===== config.mk =====
export PLATFORM = sky130hd
export DESIGN_NAME = srvm_divider
export DESIGN_NICKNAME = d
export VERILOG_FILES = /design/src/hw/rtl/stack_register_vm_core_defines.svh /design/src/hw/rtl/srvm_pkg.sv /design/src/hw/rtl/srvm_divider.sv
export SDC_FILE = /design/constraint.sdc
export NUM_CORES = 1
export LEC_CHECK = 0
export ABC_AREA = 1
export ABC_CLOCK_PERIOD_IN_PS = 5750
export CAP_MARGIN = 20
export CORE_AREA = 2 2 190 118
export CTS_CLUSTER_SIZE = 10
export DETAILED_ROUTE_END_ITERATION = 8
export DIE_AREA = 0 0 192 120
export DONT_BUFFER_PORTS = 1
export SETUP_SLACK_MARGIN = 0.2
export SYNTH_ARGS = -nofsm -noshare
export SYNTH_HDL_FRONTEND = slang
export SYNTH_SLANG_ARGS = --single-unit
export TNS_END_PERCENT = 50

===== constraint.sdc =====
create_clock -name clk -period 5.75 [get_ports clk]
set_input_delay 0.2875 -clock clk [delete_from_list [all_inputs] [get_ports clk]]
set_output_delay 0.2875 -clock clk [all_outputs]
set_load 0.005 [all_outputs]

===== src/hw/rtl/stack_register_vm_core_defines.svh =====
// Assertion macros shared by the stack machine core RTL.
`ifndef STACK_REGISTER_VM_CORE_DEFINES_SVH
`define STACK_REGISTER_VM_CORE_DEFINES_SVH

// Same-cycle implication, checked on clk and switched off while rst_n is low.
`define SRVM_ASSERT_IMP(label, ante, cons, msg) \
    label: assert property (@(posedge clk) disable iff (!rst_n) (ante) |-> (cons)) \
        else $error(msg);

// Next-cycle implication, checked on clk and switched off while rst_n is low.
`define SRVM_ASSERT_NXT(label, ante, cons, msg) \
    label: assert property (@(posedge clk) disable iff (!rst_n) (ante) |=> (cons)) \
        else $error(msg);

`endif


===== src/hw/rtl/srvm_pkg.sv =====
// Constants, codes and helper functions of the stack machine core.
`default_nettype none

package srvm_pkg;

    localparam int REG_COUNT   = 4;
    localparam int STACK_DEPTH = 256;
    localparam int VAR_COUNT   = 16;

    localparam int DATA_W = 32;
    localparam int CMD_W  = 4;
    localparam int REG_FW = 2;
    localparam int VAR_FW = 4;
    localparam int STAT_W = 2;

    localparam int REG_AW     = (REG_COUNT > 1) ? $clog2(REG_COUNT) : 1;
    localparam int VAR_AW     = (VAR_COUNT > 1) ? $clog2(VAR_COUNT) : 1;
    localparam int DATA_DEPTH = REG_COUNT + VAR_COUNT;
    localparam int DATA_AW    = $clog2(DATA_DEPTH);
    localparam int STACK_AW   = $clog2(STACK_DEPTH);
    localparam int SP_W       = $clog2(STACK_DEPTH + 1);
    localparam int DIV_CW     = $clog2(DATA_W);

    typedef enum logic [CMD_W-1:0] {
        CMD_PUSH     = 4'd0,
        CMD_PUSH_REG = 4'd1,
        CMD_POP      = 4'd2,
        CMD_READ     = 4'd3,
        CMD_LOAD     = 4'd4,
        CMD_ADD      = 4'd5,
        CMD_SUB      = 4'd6,
        CMD_MUL      = 4'd7,
        CMD_DIV      = 4'd8,
        CMD_ASSIGN   = 4'd9,
        CMD_RETURN   = 4'd10,
        CMD_END      = 4'd11
    } cmd_t;

    typedef enum logic [STAT_W-1:0] {
        ST_OK    = 2'd0,
        ST_OVER  = 2'd1,
        ST_UNDER = 2'd2,
        ST_DIVZ  = 2'd3
    } status_t;

    function automatic logic [REG_AW-1:0] reg_sel(input logic [REG_FW-1:0] r);
        if (32'(r) >= REG_COUNT)
        begin
            return REG_AW'(REG_COUNT - 1);
        end
        return REG_AW'(r);
    endfunction

    function automatic logic [VAR_AW-1:0] var_sel(input logic [VAR_FW-1:0] v);
        if (32'(v) >= VAR_COUNT)
        begin
            return VAR_AW'(VAR_COUNT - 1);
        end
        return VAR_AW'(v);
    endfunction

    function automatic logic [DATA_AW-1:0] reg_addr(input logic [REG_AW-1:0] r);
        return DATA_AW'(r);
    endfunction

    function automatic logic [DATA_AW-1:0] var_addr(input logic [VAR_AW-1:0] v);
        return DATA_AW'(REG_COUNT) + DATA_AW'(v);
    endfunction

endpackage

`default_nettype wire


===== src/hw/rtl/srvm_divider.sv =====
// Iterative signed divider, one quotient bit per cycle, truncating toward zero.
`default_nettype none

module srvm_divider import srvm_pkg::*; (
    input  logic              clk,
    input  logic              rst_n,
    input  logic              start,
    input  logic [DATA_W-1:0] dividend,
    input  logic [DATA_W-1:0] divisor,
    output logic              done,
    output logic [DATA_W-1:0] quotient
);

    logic              busy_reg;
    logic              done_reg;
    logic [DIV_CW-1:0] cnt_reg;
    logic [DATA_W-1:0] rem_reg;
    logic [DATA_W-1:0] quo_reg;
    logic [DATA_W-1:0] dsr_reg;
    logic              neg_reg;
    logic [DATA_W-1:0] quotient_reg;

    logic [DATA_W:0]   shifted;
    logic [DATA_W:0]   trial;
    logic              fits;
    logic [DATA_W-1:0] rem_step;
    logic [DATA_W-1:0] quo_step;
    logic              last_step;

    always_comb
    begin
        shifted   = {rem_reg, quo_reg[DATA_W-1]};
        trial     = shifted - {1'b0, dsr_reg};
        fits      = !trial[DATA_W];
        rem_step  = fits ? trial[DATA_W-1:0] : shifted[DATA_W-1:0];
        quo_step  = {quo_reg[DATA_W-2:0], fits};
        last_step = (cnt_reg == DIV_CW'(DATA_W - 1));
    end

    always_ff @(posedge clk or negedge rst_n)
    begin
        if (!rst_n)
        begin
            busy_reg <= 1'b0;
            done_reg <= 1'b0;
            cnt_reg  <= '0;
        end
        else
        begin
            done_reg <= 1'b0;
            if (start)
            begin
                busy_reg <= 1'b1;
                cnt_reg  <= '0;
            end
            else if (busy_reg)
            begin
                cnt_reg <= cnt_reg + DIV_CW'(1);
                if (last_step)
                begin
                    busy_reg <= 1'b0;
                    done_reg <= 1'b1;
                end
            end
        end
    end

    always_ff @(posedge clk)
    begin
        if (start)
        begin
            rem_reg <= '0;
            quo_reg <= dividend[DATA_W-1] ? (DATA_W'(0) - dividend) : dividend;
            dsr_reg <= divisor[DATA_W-1] ? (DATA_W'(0) - divisor) : divisor;
            neg_reg <= dividend[DATA_W-1] ^ divisor[DATA_W-1];
        end
        else if (busy_reg)
        begin
            rem_reg <= rem_step;
            quo_reg <= quo_step;
            if (last_step)
            begin
                quotient_reg <= neg_reg ? (DATA_W'(0) - quo_step) : quo_step;
            end
        end
    end

    assign done     = done_reg;
    assign quotient = quotient_reg;

endmodule

`default_nettype wire


# Yosys cells after proc, flatten, opt, wreduce, memory -nomap -nowiden
# Cells that the tools add are included.
# op_classes
n_mux	14
n_addsub	5
eq_ne	1
bitwise_logic	2
n_reduce_logical	3
# ops
cell	count
$mux 32	5
$sub 1x32->32 const A	3
$sub 33x32->33	1
$mux 31	1
$mux 5	2
$mux 1	6
$add 5x1->5 const B	1
$eq 5x5->1 const B	1
$reduce_and 3->1	1
$reduce_bool 2->1	1
$logic_not 1->1	1
$not 1->1	1
$xor 1x1->1	1
# word_totals
output_inout_bits	33
inputBits	67
reg_bits	136

# Depth between registers and ports, before layout
# logic_depth
depth_word	4
mapped_depth	25

# Least setup slack after synthesis
# OpenSTA, ideal clock, no wires.
# synth_timing
path_kind	register -> register
startpoint	register quo_reg[31]
endpoint	register quotient_reg[30] (netlist: quotient[30]) (data pin)
path_slack_ns	2.416
arrival_ns	3.075
synth_period_minus_slack_ns	3.334
setup_time_ns	0.259
path_stages_with_launch	25
path_cell_list	edfxtp_1 inv_1 ha_1 fa_1 inv_1 nand2_1 nand2_1 nand3_1 nand2_2 nand2_2 nand2_4 nand2_2 nand2_2 nand2_1 nand2_1 buf_2 ha_1 nand2_1 nor3_2 nand4_1 nor2_1 inv_1 o31ai_4 nand2_1 xor2_1
# synth_via
elab_chain_len	4
# synth_rtl
item	line	text
start, declared	srvm_divider.sv:18	logic [DATA_W-1:0] quo_reg;
start signal, assigned	srvm_divider.sv:73	quo_reg <= dividend[DATA_W-1] ? (DATA_W'(0) - dividend) : dividend;
start signal, assigned	srvm_divider.sv:80	quo_reg <= quo_step;
$sub 33x32->33	srvm_divider.sv:33	trial = shifted - {1'b0, dsr_reg};
$logic_not 1->1	srvm_divider.sv:34	fits = !trial[DATA_W];
$sub 1x32->32	srvm_divider.sv:83	quotient_reg <= neg_reg ? (DATA_W'(0) - quo_step) : quo_step;
$mux 32	srvm_divider.sv:83	
end signal, assigned	srvm_divider.sv:83	
end, declared	srvm_divider.sv:21	logic [DATA_W-1:0] quotient_reg;
# Every way passes these cells.
# A chain may end at the register's enable or synchronous reset.

# Worst setup path after layout
# layout_timing
startpoint	register dsr_reg[0]
endpoint	register quotient_reg[30] (netlist: quotient[30]) (data pin)
# layout_via
elab_chain_len	4
# layout_rtl
item	line	text
start, declared	srvm_divider.sv:19	logic [DATA_W-1:0] dsr_reg;
start signal, assigned	srvm_divider.sv:74	dsr_reg <= divisor[DATA_W-1] ? (DATA_W'(0) - divisor) : divisor;
$sub 33x32->33	srvm_divider.sv:33	
$logic_not 1->1	srvm_divider.sv:34	
$sub 1x32->32	srvm_divider.sv:83	
$mux 32	srvm_divider.sv:83	
# Every way passes these cells.

==> results.md <==
- The number of nets at the end of the flow is about 1.4k.
- In the finished design, the share of the clock period the worst path needs comes to 0.633.
- The filler cell count in the final layout is ~2.2k.
- Setup repair after global routing left no endpoint under its margin.
- The run finished with clean final reports.
- The total power density per cell area is 414 mW/mm2.
- The overall overflow remaining after global route is 0.
- For this run, the number of Yosys warnings is 0.
- For this block, wires on met1 add up to 15400 um.
- The min-delay analysis places its worst path in the category in2reg.
- For this design the static power due to leakage is 0.00456 uW.
- The sum of buffers and inverters on the critical path is 2.
- The full die area is 0.0230 mm2.
- From bottom edge to top edge, the die measures about 120 um.
- Of the cells placed in the final design, the portion with a size suffix greater than 1 is 0.0524.
- After the first detailed-routing iteration, the DRC count stood at around 930.
- The worst vdd rail ir drop is 0.000214 V.
- The wire length after detailed routing is 27100 um.
- The leading register cell type out of synthesis is edfxtp_1.
- The post-placement setup slack is 2.16 ns.
- The clock tree synthesis step divided the H-tree into 4 levels.
- The path type of the worst setup path is reg2reg.
- The total power is roughly 4300 uW.
- The post-synthesis sequential area ratio is 0.396.
- The multi-input combinational cells in the finished layout cover a total of 0.00492 mm2.
- The core utilization of the finished layout is 0.481.
- The met3 wirelength from detailed routing is 2930 um.
- Walking the worst path, the cells encountered are ha_1 > fa_1 > inv_1 > nand2_1 > nand2_1 > nand3_1 > nand2_2 > nand2_2 > nand2_4 > nand2_2 > nand2_2 > nand2_1 > nand2_1 > ha_1 > nand2_1 > nor3_2 > nand4_1 > nor2_1 > inv_1 > o31ai_4 > nand2_1 > xor2_1.
- The number of nets handed over by synthesis was 1351.
- Yosys mapped the design onto 49 distinct sky130hd cell types.
- For this block, the via count after detailed routing is 8162.
- The signal arrival time at the worst endpoint is 3.81 ns.
- The number of global-route vias before repair is ~7.3k.
- The floorplan step set the die width to 192 um.
- The cell at the root of the clock tree is clkbuf_16.
- Sorting the synthesized cells by how often they occur yields nand2_1 (316), inv_1 (165), nor2_1 (129), edfxtp_1 (97), o21ai_0 (77).
- The tree built by TritonCTS fans out to ~140 sinks.
- The post-synthesis area per instance is between 7 and 8 um2.
- By instance count, the leading cell after synthesis is nand2_1.
- The total setup buffers inserted after CTS is 0.
- The top-area cell type share of the netlist area is 0.310.
- The worst setup slack after layout is between 2 and 2.5 ns.
- The clock slew seen by the registers of the worst setup and hold paths is ~0.060 ns.
- Yosys attributes the largest share of cell area to edfxtp_1 (31%), nand2_1 (13%), dfxtp_1 (6.8%).
- The post-synthesis register bit count is 136.
- The core box area is 0.0214 mm2.
- The detail-routed net length per standard cell is 17.6 um.
- Yosys mapped a number of flops with a built-in enable equal to 97.
- Of all nets on the critical path, the largest fanout is 4.
- Routability-driven placement finished with a final weighted congestion of 0.936.
- For this design, the slowest cell found on the critical path is fa_1.
- The number of buffers added by the clock tree synthesis step is 17.
- edfxtp_1 takes more of the synthesized area than any other cell.
- Counting flops with an async set or reset pin after synthesis yields a share of 0.0515.
- No sink is reached through more buffers than the 2 on the longest clock path.
- The total of buffers placed on input and output ports is 0.
- The starting density of the core is 0.439.
- The detailed router used layers up to and including met4.
- The TritonCTS clock tree is built.
- STA classifies the critical path endpoint as a flop.
- The number of antenna violations at the first check in global routing is 0.
- Headroom to the max-slew limit came out at 0.393.
- Summed over all nets, wire length on met2 after detailed routing comes to 8660 um.
- The time the final worst path needs with I/O delays and setup is 3.64 ns.
- The first detailed-routing pass took 5 iterations.
- The area growth from synthesis to final layout is 9.55%.
- The via count normalized by instance count is 5.28.
- The post-cts repair resize count is 0.
- The number of hold-slack violations in the final timing report was 0.
- The required time at the endpoint of the critical path is just under 6 ns.
- The setup violation total in the final timing report is 0.
- The remaining antenna violation count after routing is 0.
- The area taken by flip-flops and latches is 0.00373 mm2.
- The combined global-route utilization of all metal layers is 0.244.
- The number of diodes added for antenna fixing is 0.
- The final setup TNS is 0 ns.
- The clock insertion delay at the later pin of the skew report is around 0.43 ns.
- After legalization and detailed placement, the total HPWL measured approximately 21000 um.
- The sort of element at the start of the critical path is a flop.
- The number of cell rows is 42.
- The first global-routing pass estimated 42200 um of wire.
- The gate family responsible for the most delay along the worst path is simple AND/OR/NAND/NOR gates.
- Max-cap violations in this run came to 0.
- The post-route DRC violation count is 0.
- The maximum achievable frequency is 275 MHz.
- For the pin with the worst max-slew slack, the measured transition is approximately 0.9 ns.
- The most frequent cell on the critical path is nand2_1.
- For this design the top-level I/O count stands at 100.
- The mapped netlist covers 0.00941 mm2.
- The setup skew after layout is 0.0113 ns.
- The max-slew violation count was 0.
- The final worst hold slack is 0.0540 ns.
- The largest single stage delay on the critical path is about 0.4 ns.
- Synthesis produced approximately 1.2k cells.
- The maximum number of pins on one net before global-route repair is between 50 and 60.
==> stage by stage <==
stage	cells	instance area, um2
finish	1545	10300
CTS	1545	10300
floorplan	1246	9410
detailed placement	1510	9690
global route	1545	10300
global placement	1510	9690
==> final timing paths <==
| path | from | to | slack [ns] | cells past startpoint |
|---|---|---|---|---|
| setup / recovery | dsr_reg[0] | quotient[30] | 2.11 | 22 |
| hold / removal | divisor[9] | dsr_reg[9] | 0.05 | 1 |
| setup reg to reg | dsr_reg[0] | quotient[30] | 2.11 | 22 |
| hold reg to reg | rem_reg[30] | rem_reg[30] | 0.47 | 2 |
| max in group asynchronous | rst_n | cnt_reg[3] | 5.19 | 1 |
| min in group asynchronous | rst_n | done | 0.24 | 1 |
==> timing repair <==
action | in CTS | in global routing
hold buffers | 3 | 0
hold endpoints to repair | 45 | 0
endpoints found under the setup margin | 0 | 0
==> placed cells by master, fill, tap and decap left out, types with 22 or more instances in the layout <==
cell type    n
nand2_1    316
o21ai_0     77
nor3_1      22
a21oi_1     46
xor2_1      62
nor2_1     127
dfxtp_1     32
xnor2_1     35
ha_1        37
nand3_1     75
edfxtp_1    97
inv_1      165
==> area by class of cell <==
type,count,share of cell area
clock buffer,19,0.0420
inverter,170,0.0619
tap,286,0.0347
clock inverter,13,0.0142
timing repair buffer,9,0.00825
multi-input combinational,912,0.477
sequential,136,0.362
==> power breakdown <==
group          total (uW)  switching [uW]  internal, uW
clock                1090             441           644
combinational        1800            1190           608
sequential           1380             145          1240
total                4270            1780          2490
==> cells by family after synthesis <==
| family | count (synthesis) | share of synthesized area |
|---|---|---|
| fa+ha+maj | 38 | 0.0513 |
| simple gates | 595 | 0.268 |
| flops | 136 | 0.396 |
| buf+inv | 198 | 0.0820 |
| xor+xnor | 97 | 0.0903 |
| compound gates | 182 | 0.112 |
==> layer usage <==
layer,vias to the layer above,GRT usage
met5,-,0
met4,0,0.0439
met3,13,0.0544
met2,368,0.264
met1,3692,0.445
li1,4089,-
Power figures use the tool's default switching activity.
