[src/hw/rtl/stack_register_vm_core_defines.svh]
// Assertion macros shared by the stack machine core RTL.
`ifndef STACK_REGISTER_VM_CORE_DEFINES_SVH
`define STACK_REGISTER_VM_CORE_DEFINES_SVH

// Same-cycle implication, checked on clk and switched off while rst_n is low.
`define SRVM_ASSERT_IMP(label, ante, cons, msg) \
    label: assert property (@(posedge clk) disable iff (!rst_n) (ante) |-> (cons)) \
        else $error(msg);

// Next-cycle implication, checked on clk and switched off while rst_n is low.
`define SRVM_ASSERT_NXT(label, ante, cons, msg) \
    label: assert property (@(posedge clk) disable iff (!rst_n) (ante) |=> (cons)) \
        else $error(msg);

`endif

[src/hw/rtl/srvm_ram.sv]
// Generic synchronous RAM with one write port and two registered read ports.
`default_nettype none

module srvm_ram #(
    parameter int WIDTH = 32,
    parameter int DEPTH = 16
) (
    input  logic                                      clk,
    input  logic                                      we,
    input  logic [((DEPTH > 1) ? $clog2(DEPTH) : 1)-1:0] waddr,
    input  logic [WIDTH-1:0]                          wdata,
    input  logic [((DEPTH > 1) ? $clog2(DEPTH) : 1)-1:0] raddr_a,
    output logic [WIDTH-1:0]                          rdata_a,
    input  logic [((DEPTH > 1) ? $clog2(DEPTH) : 1)-1:0] raddr_b,
    output logic [WIDTH-1:0]                          rdata_b
);

    logic [WIDTH-1:0] mem [DEPTH];

    always_ff @(posedge clk)
    begin
        if (we)
        begin
            mem[waddr] <= wdata;
        end
        rdata_a <= mem[raddr_a];
        rdata_b <= mem[raddr_b];
    end

endmodule

`default_nettype wire

[config.mk]
export PLATFORM = sky130hd
export DESIGN_NAME = srvm_ram
export DESIGN_NICKNAME = d
export VERILOG_FILES = /design/src/hw/rtl/stack_register_vm_core_defines.svh /design/src/hw/rtl/srvm_ram.sv
export SDC_FILE = /design/constraint.sdc
export NUM_CORES = 1
export LEC_CHECK = 0
export BUFFER_PORTS_ARGS = -buffer_cell sky130_fd_sc_hd__clkbuf_2
export CAP_MARGIN = 30
export CORE_ASPECT_RATIO = 1.75
export CORE_UTILIZATION = 60
export DETAILED_ROUTE_END_ITERATION = 8
export PLACE_DENSITY = 0.85
export SYNTH_ARGS = -nofsm -noshare
export SYNTH_HDL_FRONTEND = slang
export SYNTH_SLANG_ARGS = --single-unit
[constraint.sdc]
create_clock -name clk -period 4.4 [get_ports clk]
set_clock_uncertainty 0.2 [all_clocks]
set_input_delay 0.44 -clock clk [delete_from_list [all_inputs] [get_ports clk]]
set_output_delay 0.44 -clock clk [all_outputs]
set_load 0.01 [all_outputs]
; ---- Word-level counts from Yosys, hierarchy flattened
; Memories as Yosys holds them, arrays and structs flattened. A register that Yosys moved wholly into a read port is not among the register bits.
; Cells that the tools add are included.
[word_totals]
regBits = 0
ramBits = 512
in_bits = 46
output_inout_bits = 64
word_cells = 3
mem_count = 1
[classes]
mux = 2
[mem_list]
columns = memory, depth, width, read_ports, rd_ports_with_merged_regs, write_ports, line_no
row1 = mem, 16, 32, 2, 2, 1, srvm_ram.sv:18  ; logic [WIDTH-1:0] mem [DEPTH];
[ops]
columns = operator, n
row1 = 1-bit 2-to-1 mux, 2

; ---- Depth between registers and ports, before layout
; Gate-level depths: netlist of run 1.
[logic_depth]
word_depth = 2
ltp_mapped = 5
mapped_depth_nobuf = 3

; ---- Worst setup path after synthesis of run 1
; No wires, ideal clock.
[synth_timing]
kind = input to register
start = input port waddr[2] (netlist bit)
end = memory mem[0][0], enable pin
setup_time_ns = 0.461
arrival_time_ns = 3.158
required_ns = 3.739
slack_ns = 0.580
cell_stages = 2
path_buffers = 0
cell_sequence = or3b_2 > nor3_1
[synth_lines]
columns = element, line_no
row1 = from (decl), srvm_ram.sv:10  ; input logic [((DEPTH > 1) ? $clog2(DEPTH) : 1)-1:0] waddr,
row2 = to (decl), srvm_ram.sv:18
; No word-level cell before the write port.

==> run_results.csv, run 1 <==
group,metric,value,unit
status,outcome,"complete, but fails checks",
status,violations,"design-rule violations",
sta,slew_headroom,29.8,%
synthesis,synth_nets,1187,
sta,rsz0062_at_grt,"no",
grt,grt_pass1_vias,14300,
grt,track_usage,30.8,%
synthesis,syn_area_per_cell,21.2,um2
die,die-area,41200,um2
routing,drc_errors,1,
setup_path,cp.required,4.64,ns
sta,tightest_slew,1.05,ns
setup_path,cpMostUsedCell,"buf_4",
finish,postLayoutCellArea,27300,um2
die,core_area,39900,um2
setup_path,slowest_delay,0.69,ns
place,dp_slack,1.64,ns
routing,drt-initial-drc-count,1527,
setup_path,reg2reg_depth,3,
synthesis,synth_top_cell_by_area,"edfxtp_1",
finish,nets,1297,
power_and_ir_drop,powerDensity,431,nW/um2
setup_path,crit_type,"in2reg",
place,portBuffers,109,
routing,detail_route.wl_per_cell,34.3,um
synthesis,synth_cell_type_count,17,
cts,cts_setup_buffers,0,
cts,cts_tree,"yes",
cts,clkTransAtPathRegs,0.07,ns
setup_path,cp_max_fo,58,
grt,grt_pass1_wl,90.0,mm
cts,ctsResizeCount,0,
synthesis,synth.area.top_cells,"edfxtp_1 (64%), mux4_2 (24%), dfxtp_1 (5.3%), a22oi_1 (4.0%), nand2_1 (1.0%)",
synthesis,ys_seq_area_share,68.9,%
sta,min_period,2.16,ns
hold_path,hold_path_class,"in2reg",
synthesis,netlist_instances,1141,
synthesis,syn_area,24200,um2
setup_path,cp_top_family,"buffers and inverters",
synthesis,synthTopCellsByCount,"edfxtp_1 (512), mux4_2 (256), a22oi_1 (128)",
cts,cts_made_buffers,50,
grt,grt_antenna_before_repair,3,
place,hpwlAfterDp,33.4,mm
routing,drt-total-wl,61.3,mm
power_and_ir_drop,fin_total_pwr,0.0118,W
sta,setup_viol,0,
cts,ctsHtreeMaxLevel,2,
sta,max_freq,463,MHz
grt,grt_max_degree,59,
routing,avgViaCountPerCell,7.45,
routing,drtPass1Iterations,9,
synthesis,yosysMostFrequentCell,"edfxtp_1",
die,die_w,154,um
sta,slew_viol_final,0,
synthesis,ys.flop_type,"edfxtp_1",
synthesis,synth-edff-count,512,
die,rows,97,
setup_path,cp_slowest_cell,"buf_4",
die,die_h,268,um
setup_path,worstSetupEndpointType,"flip-flop",
setup_path,startpoint_type,"input port",
sta,finalCritPeriodShare,49.1,%
die,start_util,60.6,%
sta,setup_ws,2.24,ns
sta,setup_tns,0,ns
job,maxCapViolCount,0,
synthesis,ys_async_sr_fraction,0,%
synthesis,ys_warn_count,0,
power_and_ir_drop,ir_drop,0.313,mV
finish,drive_gt1_share,38.6,%
place,place_area,25500,um2
cts,clock_path_buffers,3,
synthesis,synth_top_area_share,63.6,%
routing,drtAntennaViolNets,0,
finish,area_delta_synth_final,12.8,%
setup_path,cp_cell_sequence,"buf_4, buf_4, mux4_2, a22oi_1, nand2_1",
die,ios,110,
setup_path,crit_cells,5,
cts,worstSkewPairLatency,0.59,ns
setup_path,path_buf_inv,2,
grt,grt-ovfl-total,0,
power_and_ir_drop,p_leak,8.93,nW
cts,cts.sinks,576,
sta,hold_violations,0,
setup_path,cp_data_arrival_time,2.40,ns
synthesis,ys_ff_latch,576,
routing,num_vias,13300,
cts,cts_root_buffer,"clkbuf_16",
cts,hold_buffers,0,
hold_path,min_delay_path_depth,1,
place,gp_congestion,0.777,
report_power, final:
group          switching [W]  internal (W)
clock                0.00197       0.00267
sequential         0.0000816       0.00612
combinational       0.000520      0.000403
total                0.00258       0.00919
metrics by stage:
stage | hold WS [ns] | util (%) | cells
after global routing | 0.0588 | 68.3 | 1788
after detailed placement | 0.481 | 64.0 | 1693
final | 0.0449 | 68.3 | 1788
after floorplan | 0.339 | - | 1141
after CTS | 0.0297 | 68.3 | 1786
after global placement | 0.470 | 63.6 | 1686
layer usage:
metal	up-vias	global-route usage, %	wire length [um]
met2	1018	53.7	33000
met3	197	5.84	6090
met1	6926	36.9	19600
met4	4	15.0	2600
li1	5170	-	-
met5	-	0	26
layout make-up:
type                    instances  area (um2)
flip-flops and latches        576       16700
fillers                      2322       12600
multi-input cells             479        7280
clock buffers                  71        1410
repair buffers                144        1010
well taps                     495         619
clock inverters                22         315
diodes                          1        2.50
cell families (layout without fill, tap and decap cells):
kind of cell / after synthesis / in the layout / synth area share, %
DFF: 576 / 576 / 68.9
muxes: 256 / 256 / 23.8
buffers and inverters: 86 / 237 / 1.70
AOI/OAI and AO/OA: 128 / 128 / 3.97
and+or+nand+nor: 95 / 95 / 1.63
other: 0 / 1 / 0
state kept, by name, summed over array words and instances, names as in the netlist:
| name | count |
|---|---|
| rdata_a | 32 |
| mem | 512 |
| rdata_b | 32 |
layout by cell type, fill, tap and decap left out:
cell,instances
clkbuf_1,14
or3b_2,1
clkbuf_16,51
nand2_1,65
clkinv_4,1
inv_6,1
and2_2,2
inv_16,1
nand3_1,1
mux4_2,256
nor2b_4,4
buf_4,23
nor3_2,4
inv_12,1
buf_12,14
bufinv_16,7
dfxtp_1,64
clkinvlp_4,1
diode_2,1
nand2b_1,2
edfxtp_1,512
clkinv_2,5
a22oi_1,128
clkbuf_2,105
nand3b_1,2
clkinv_1,5
clkbuf_8,8
nor2_4,14
worst paths after layout:
check | start | to | slack [ns]
min reg2reg | mem[14][30] | rdata_a[30] | 0.49
max | raddr_a[1] | rdata_a[10] | 2.24
min | wdata[5] | mem[11][5] | 0.04
max reg2reg | mem[7][19] | rdata_a[19] | 2.66
No activity file was read; power rests on OpenSTA's default activity.
==> run 2: changes to the inputs <==
==> constraint.sdc (replaced) <==
create_clock -name clk -period 2 [get_ports clk]
set_clock_uncertainty 0.2 [all_clocks]
set_input_delay 0.2 -clock clk [delete_from_list [all_inputs] [get_ports clk]]
set_output_delay 0.2 -clock clk [all_outputs]
set_load 0.01 [all_outputs]
==> run 2 against run 1 <==
Net effect: the run still ends with design-rule violations left; largest cell class unchanged; cell count increased by 4.2%; global-route usage increased by 0.96 points; critical path type unchanged; sequential share of layout area down 2.0 points; setup slack got worse by 1.9 ns; critical endpoint is now rdata_a[3].
==> run_results.csv, run 2 (same netlist as run 1, synthesis figures left out) <==
group,metric,value,unit
status,outcome,"complete, but fails checks",
status,violations,"design-rule violations",
sta,rsz0062_at_grt,"no",
finish,largest_reg_flops,512,
sta,finalCritPeriodShare,84.9,%
grt,track_usage,31.7,%
setup_path,path_buf_inv,3,
die,start_util,60.6,%
power_and_ir_drop,pwr-share-clk,37.8,%
sta,hold_violations,0,
finish,reg_top3,"mem x512, rdata_a x32, rdata_b x32",
finish,drive_gt1_share,40.2,%
finish,top_register,"mem",
hold_path,hold_path_class,"in2reg",
sta,setup_viol,0,
finish,area_delta_synth_final,16.7,%
place,post-place-cells,1738,
grt,grt_pass1_wl,92.7,mm
die,die_h,268,um
routing,drtAntennaViolNets,0,
sta,slew_headroom,36.8,%
power_and_ir_drop,comb_power_share,8.6,%
place,hpwlAfterDp,35.0,mm
setup_path,cp_data_arrival_time,1.97,ns
sta,min_period,1.70,ns
cts,cts.sinks,576,
power_and_ir_drop,power_frac_seq,53.6,%
setup_path,crit_type,"in2reg",
cts,cts_tree,"yes",
setup_path,cp_cell_sequence,"dlygate4sd3_1, clkbuf_2, and2_2, buf_4, a22oi_1, nand2_1",
power_and_ir_drop,fin_total_pwr,0.0255,W
die,core_area,39900,um2
cts,clock_path_buffers,3,
setup_path,worstSetupEndpointType,"flip-flop",
finish,final_common_cell,"edfxtp_1",
cts,worstSkewPairLatency,0.60,ns
place,dp_slack,0.0652,ns
routing,drc_errors,1,
job,maxCapViolCount,0,
place,place_area,26300,um2
sta,tightest_slew,0.947,ns
die,die_w,154,um
cts,cts_setup_buffers,0,
die,ios,110,
power_and_ir_drop,ir_drop,0.656,mV
power_and_ir_drop,swShare,22.9,%
setup_path,cp.required,2.27,ns
finish,final_cells,1863,
finish,layout_common_cells,"edfxtp_1 (512), mux4_2 (256), a22oi_1 (128)",
place,gp_congestion,0.774,
power_and_ir_drop,p_int,0.0196,W
power_and_ir_drop,power.net_switching,0.00583,W
setup_path,slowest_delay,0.54,ns
setup_path,cp_slowest_cell,"dlygate4sd3_1",
power_and_ir_drop,p_leak,9.35,nW
setup_path,cp_max_fo,13,
place,portBuffers,109,
routing,drt-total-wl,62.6,mm
routing,avgViaCountPerCell,7.28,
die,die-area,41200,um2
grt,grt_antenna_before_repair,2,
routing,detail_route.wl_per_cell,33.6,um
cts,cts_root_buffer,"clkbuf_16",
grt,grt-ovfl-total,0,
cts,cts_made_buffers,48,
routing,drt-initial-drc-count,1591,
die,rows,97,
grt,grt_max_degree,53,
setup_path,startpoint_type,"input port",
cts,clkTransAtPathRegs,0.07,ns
finish,postLayoutCellArea,28200,um2
grt,grt_pass1_vias,14500,
sta,slew_viol_final,0,
setup_path,cp_top_family,"buffers and inverters",
sta,max_freq,589,MHz
finish,nets,1372,
routing,num_vias,13600,
finish,filler_cell_count,2194,
sta,setup_ws,0.302,ns
routing,drtPass1Iterations,9,
cts,ctsHtreeMaxLevel,2,
power_and_ir_drop,powerDensity,902,nW/um2
setup_path,rrSetupSlack,0.33,ns
==> run 2: cell count changes in the layout (fill, tap and decap cells not counted), sizes merged <==
cell	change
inv	+2
diode	+1
clkinvlp	+3
clkinv	+11
dlygate4sd3	+33
clkbuf	-15
bufinv	-4
buf	+44
==> run 2: final cells by class <==
type                            instances  area (um2)  area share [%]
Antenna cell                            2        5.00          0.0177
Clock buffer                           56        1310            4.65
Clock inverter                         34         297            1.05
Multi-Input combinational cell        479        7310            25.9
Sequential cell                       576       16700            59.0
Tap cell                              495         619            2.19
Timing Repair Buffer                  221        2030            7.19
==> run 2: worst register-to-register path, delay by kind of cell, from the launching register on <==
| kind | cells | cell delay, ns |
|---|---|---|
| AO/OA/AOI/OAI | 1 | 0.27 |
| AND/OR/NAND/NOR | 1 | 0.12 |
| flip-flops | 1 | 0.44 |
| multiplexers | 1 | 0.51 |
==> run 2: per-stage QoR <==
step / util, % / setup TNS [ns] / hold slack, ns
floorplan: - / -149.44 / 0.0989
global placement: 65.8 / 0 / 0.375
detailed placement: 65.8 / 0 / 0.387
CTS: 70.7 / 0 / 0.0452
global route: 70.7 / 0 / 0.0601
finish: 70.7 / 0 / 0.0553
==> run 2: layer usage <==
| metal | part of all wire [%] | vias up | track usage [%] |
|---|---|---|---|
| li1 | - | 5329 | - |
| met1 | 32 | 6950 | 39.9 |
| met2 | 52 | 1081 | 54.1 |
| met3 | 11 | 202 | 5.44 |
| met4 | 4.4 | 0 | 15.1 |
| met5 | 0 | - | 0 |
==> run 2: path summary, 6_finish.rpt <==
check                           depth (start not counted)   startpoint           to
worst max register to register                          3   mem[10][7]   rdata_a[7]
worst min register to register                          3  mem[15][23]  rdata_b[23]
worst min-delay path                                    4   raddr_a[0]  rdata_a[23]
worst max-delay path                                    6   raddr_a[3]   rdata_a[3]
==> run 2: power by group through the flow <==
| stage | sequential (W) | combinational (W) | clock, W |
|---|---|---|---|
| after floorplan | 0.0139 | 0.00116 | 0 |
| after CTS | 0.0136 | 0.00218 | 0.00965 |
| final | 0.0137 | 0.00218 | 0.00963 |
| after detailed placement | 0.0139 | 0.00209 | 0 |
| after global routing | 0.0137 | 0.00230 | 0.0101 |
| after global placement | 0.0139 | 0.00204 | 0 |
==> run 2: timing repair <==
| action | in CTS | in global routing |
|---|---|---|
| hold buffers | 33 | 0 |
| endpoints found under the hold margin | 514 | 0 |
| resized for setup | 0 | 0 |
==> run 3: changes to the inputs <==
==> constraint.sdc (replaced) <==
create_clock -name clk -period 1.6 [get_ports clk]
set_clock_uncertainty 0.2 [all_clocks]
set_input_delay 0.16 -clock clk [delete_from_list [all_inputs] [get_ports clk]]
set_output_delay 0.16 -clock clk [all_outputs]
set_load 0.01 [all_outputs]
==> run 3 against run 2 <==
Net effect: the run ends with design-rule violations, negative hold slack, negative setup slack left; sequential cell count unchanged; global-route usage up 2.9 points; cell area up 3.4%; setup slack worse by 0.35 ns; critical path type is now reg2reg; combinational power up 41%.
==> run_results.csv, run 3 (same netlist as run 1, synthesis figures left out) <==
group,metric,value,unit
status,outcome,"complete, but fails checks",
status,violations,"design-rule violations, negative hold slack, negative setup slack",
setup_path,startpoint_type,"flip-flop",
finish,largest_reg_flops,512,
grt,grt_antenna_before_repair,0,
sta,hold_violations,1,
grt,grt_pass1_wl,99.9,mm
finish,top_register,"mem",
setup_path,crit_type,"reg2reg",
routing,drt-total-wl,68.8,mm
finish,postLayoutCellArea,29200,um2
cts,cts_made_buffers,49,
finish,nets,1424,
place,gp_congestion,0.811,
setup_path,cp_max_fo,2,
place,hpwlAfterDp,37.2,mm
die,ios,110,
sta,slew_headroom,57.1,%
finish,fin_util,73.1,%
routing,drtAntennaViolNets,0,
finish,reg_top3,"mem x512, rdata_a x32, rdata_b x32",
finish,layout_common_cells,"edfxtp_1 (512), mux4_2 (256), clkbuf_2 (105)",
die,die_h,268,um
setup_path,slowest_delay,0.57,ns
grt,track_usage,34.6,%
die,rows,97,
routing,num_vias,14500,
hold_path,hold_path_class,"in2reg",
setup_path,reg2reg_depth,3,
setup_path,worstSetupEndpointType,"flip-flop",
hold_path,min_from,"raddr_b[3]",
setup_path,cp_top_family,"multiplexers",
finish,final_common_cell,"edfxtp_1",
cts,cts.sinks,576,
finish,drive_gt1_share,44.6,%
sta,slew_viol_final,0,
routing,drc_errors,1,
routing,drt-initial-drc-count,1925,
die,die-area,41200,um2
job,maxCapViolCount,0,
setup_path,cp_data_arrival_time,1.90,ns
cts,cts_tree,"yes",
setup_path,rrSetupSlack,-0.05,ns
finish,filler_cell_count,2041,
cts,cts_setup_buffers,0,
finish,diodes,0,
routing,avgViaCountPerCell,7.55,
cts,worstSkewPairLatency,0.59,ns
power_and_ir_drop,p_leak,9.74,nW
grt,grt-ovfl-total,0,
setup_path,cp_slowest_cell,"mux4_2",
routing,drtPass1Iterations,8,
sta,rsz0062_at_grt,"yes",
die,core_area,39900,um2
sta,tightest_slew,0.642,ns
hold_path,hold_end,"rdata_b[13]",
place,portBuffers,109,
place,place_area,27000,um2
finish,area_delta_synth_final,20.6,%
setup_path,cp.required,1.86,ns
power_and_ir_drop,powerDensity,1110,nW/um2
sta,setup_viol,6,
place,post-place-cells,1789,
cts,ctsHtreeMaxLevel,2,
grt,grt_pass1_vias,15200,
routing,detail_route.wl_per_cell,36.0,um
cts,clock_path_buffers,3,
setup_path,r2r_end,"rdata_b[10]",
sta,hold_ws,-0.00241,ns
finish,final_cells,1913,
sta,finalCritPeriodShare,103,%
place,dp_slack,-0.301,ns
setup_path,reg2reg_from,"mem[3][10]",
grt,grt_max_degree,33,
die,start_util,60.6,%
power_and_ir_drop,ir_drop,0.831,mV
die,die_w,154,um
sta,setup_ws,-0.0457,ns
hold_path,min_delay_path_depth,4,
sta,max_freq,608,MHz
setup_path,path_buf_inv,0,
sta,min_period,1.65,ns
cts,cts_root_buffer,"clkbuf_16",
cts,clkTransAtPathRegs,0.07,ns
setup_path,cp_cell_sequence,"mux4_2, a22oi_2, nand2_1",
[run 3: cell type report]
type / count / area [um2] / area share [%]
Timing Repair Buffer: 272 / 2770 / 9.49
Multi-Input combinational cell: 479 / 7490 / 25.7
Tap cell: 495 / 619 / 2.12
Sequential cell: 576 / 16700 / 57.1
Clock inverter: 26 / 268 / 0.918
Clock buffer: 65 / 1370 / 4.69
[run 3: stage by stage]
step / total power [W] / setup TNS [ns]
2_1_floorplan: 0.0189 / -74.17
3_3_place_gp: 0.0201 / -46.87
3_5_place_dp: 0.0202 / -54.99
4_1_cts: 0.0324 / -0.00720
5_1_grt: 0.0332 / -0.198
6_report: 0.0325 / -0.103
[run 3: report_power, final]
group          total [W]  switching [W]  internal, W  leakage (nW)
registers         0.0171       0.000237       0.0168          5.16
clock network     0.0124        0.00552      0.00686         0.799
logic            0.00307        0.00162      0.00145          3.78
[run 3: how the worst max path moves through the flow]
stage	startpoint	to	cells past startpoint
floorplan	waddr[2]	mem[0][0]	2
global placement	raddr_b[0]	rdata_b[1]	6
detailed placement	raddr_b[0]	rdata_b[1]	6
CTS	mem[3][9]	rdata_a[9]	3
global route	mem[3][10]	rdata_b[10]	3
finish	mem[3][10]	rdata_b[10]	3
[run 3: what timing repair did]
item,in CTS,in global routing
pin swaps,5,13
endpoints found under the setup margin,10,25
resized for setup,12,24
hold buffers,32,0
endpoints found under the hold margin,512,0
cloned,0,0
[run 3: layer usage]
metal,global-route usage (%),vias to the layer above,wire [um]
met3,7.07,286,7940
met1,42.2,7413,21400
li1,-,5434,-
met2,57.5,1317,35400
met5,0,-,0
met4,20.7,0,4060
[run 3: worst register-to-register path: cells and delay by family, from the launching register on]
kind | cells | cell delay (ns)
compound gates | 1 | 0.21
flops | 1 | 0.45
simple gates | 1 | 0.10
mux | 1 | 0.57
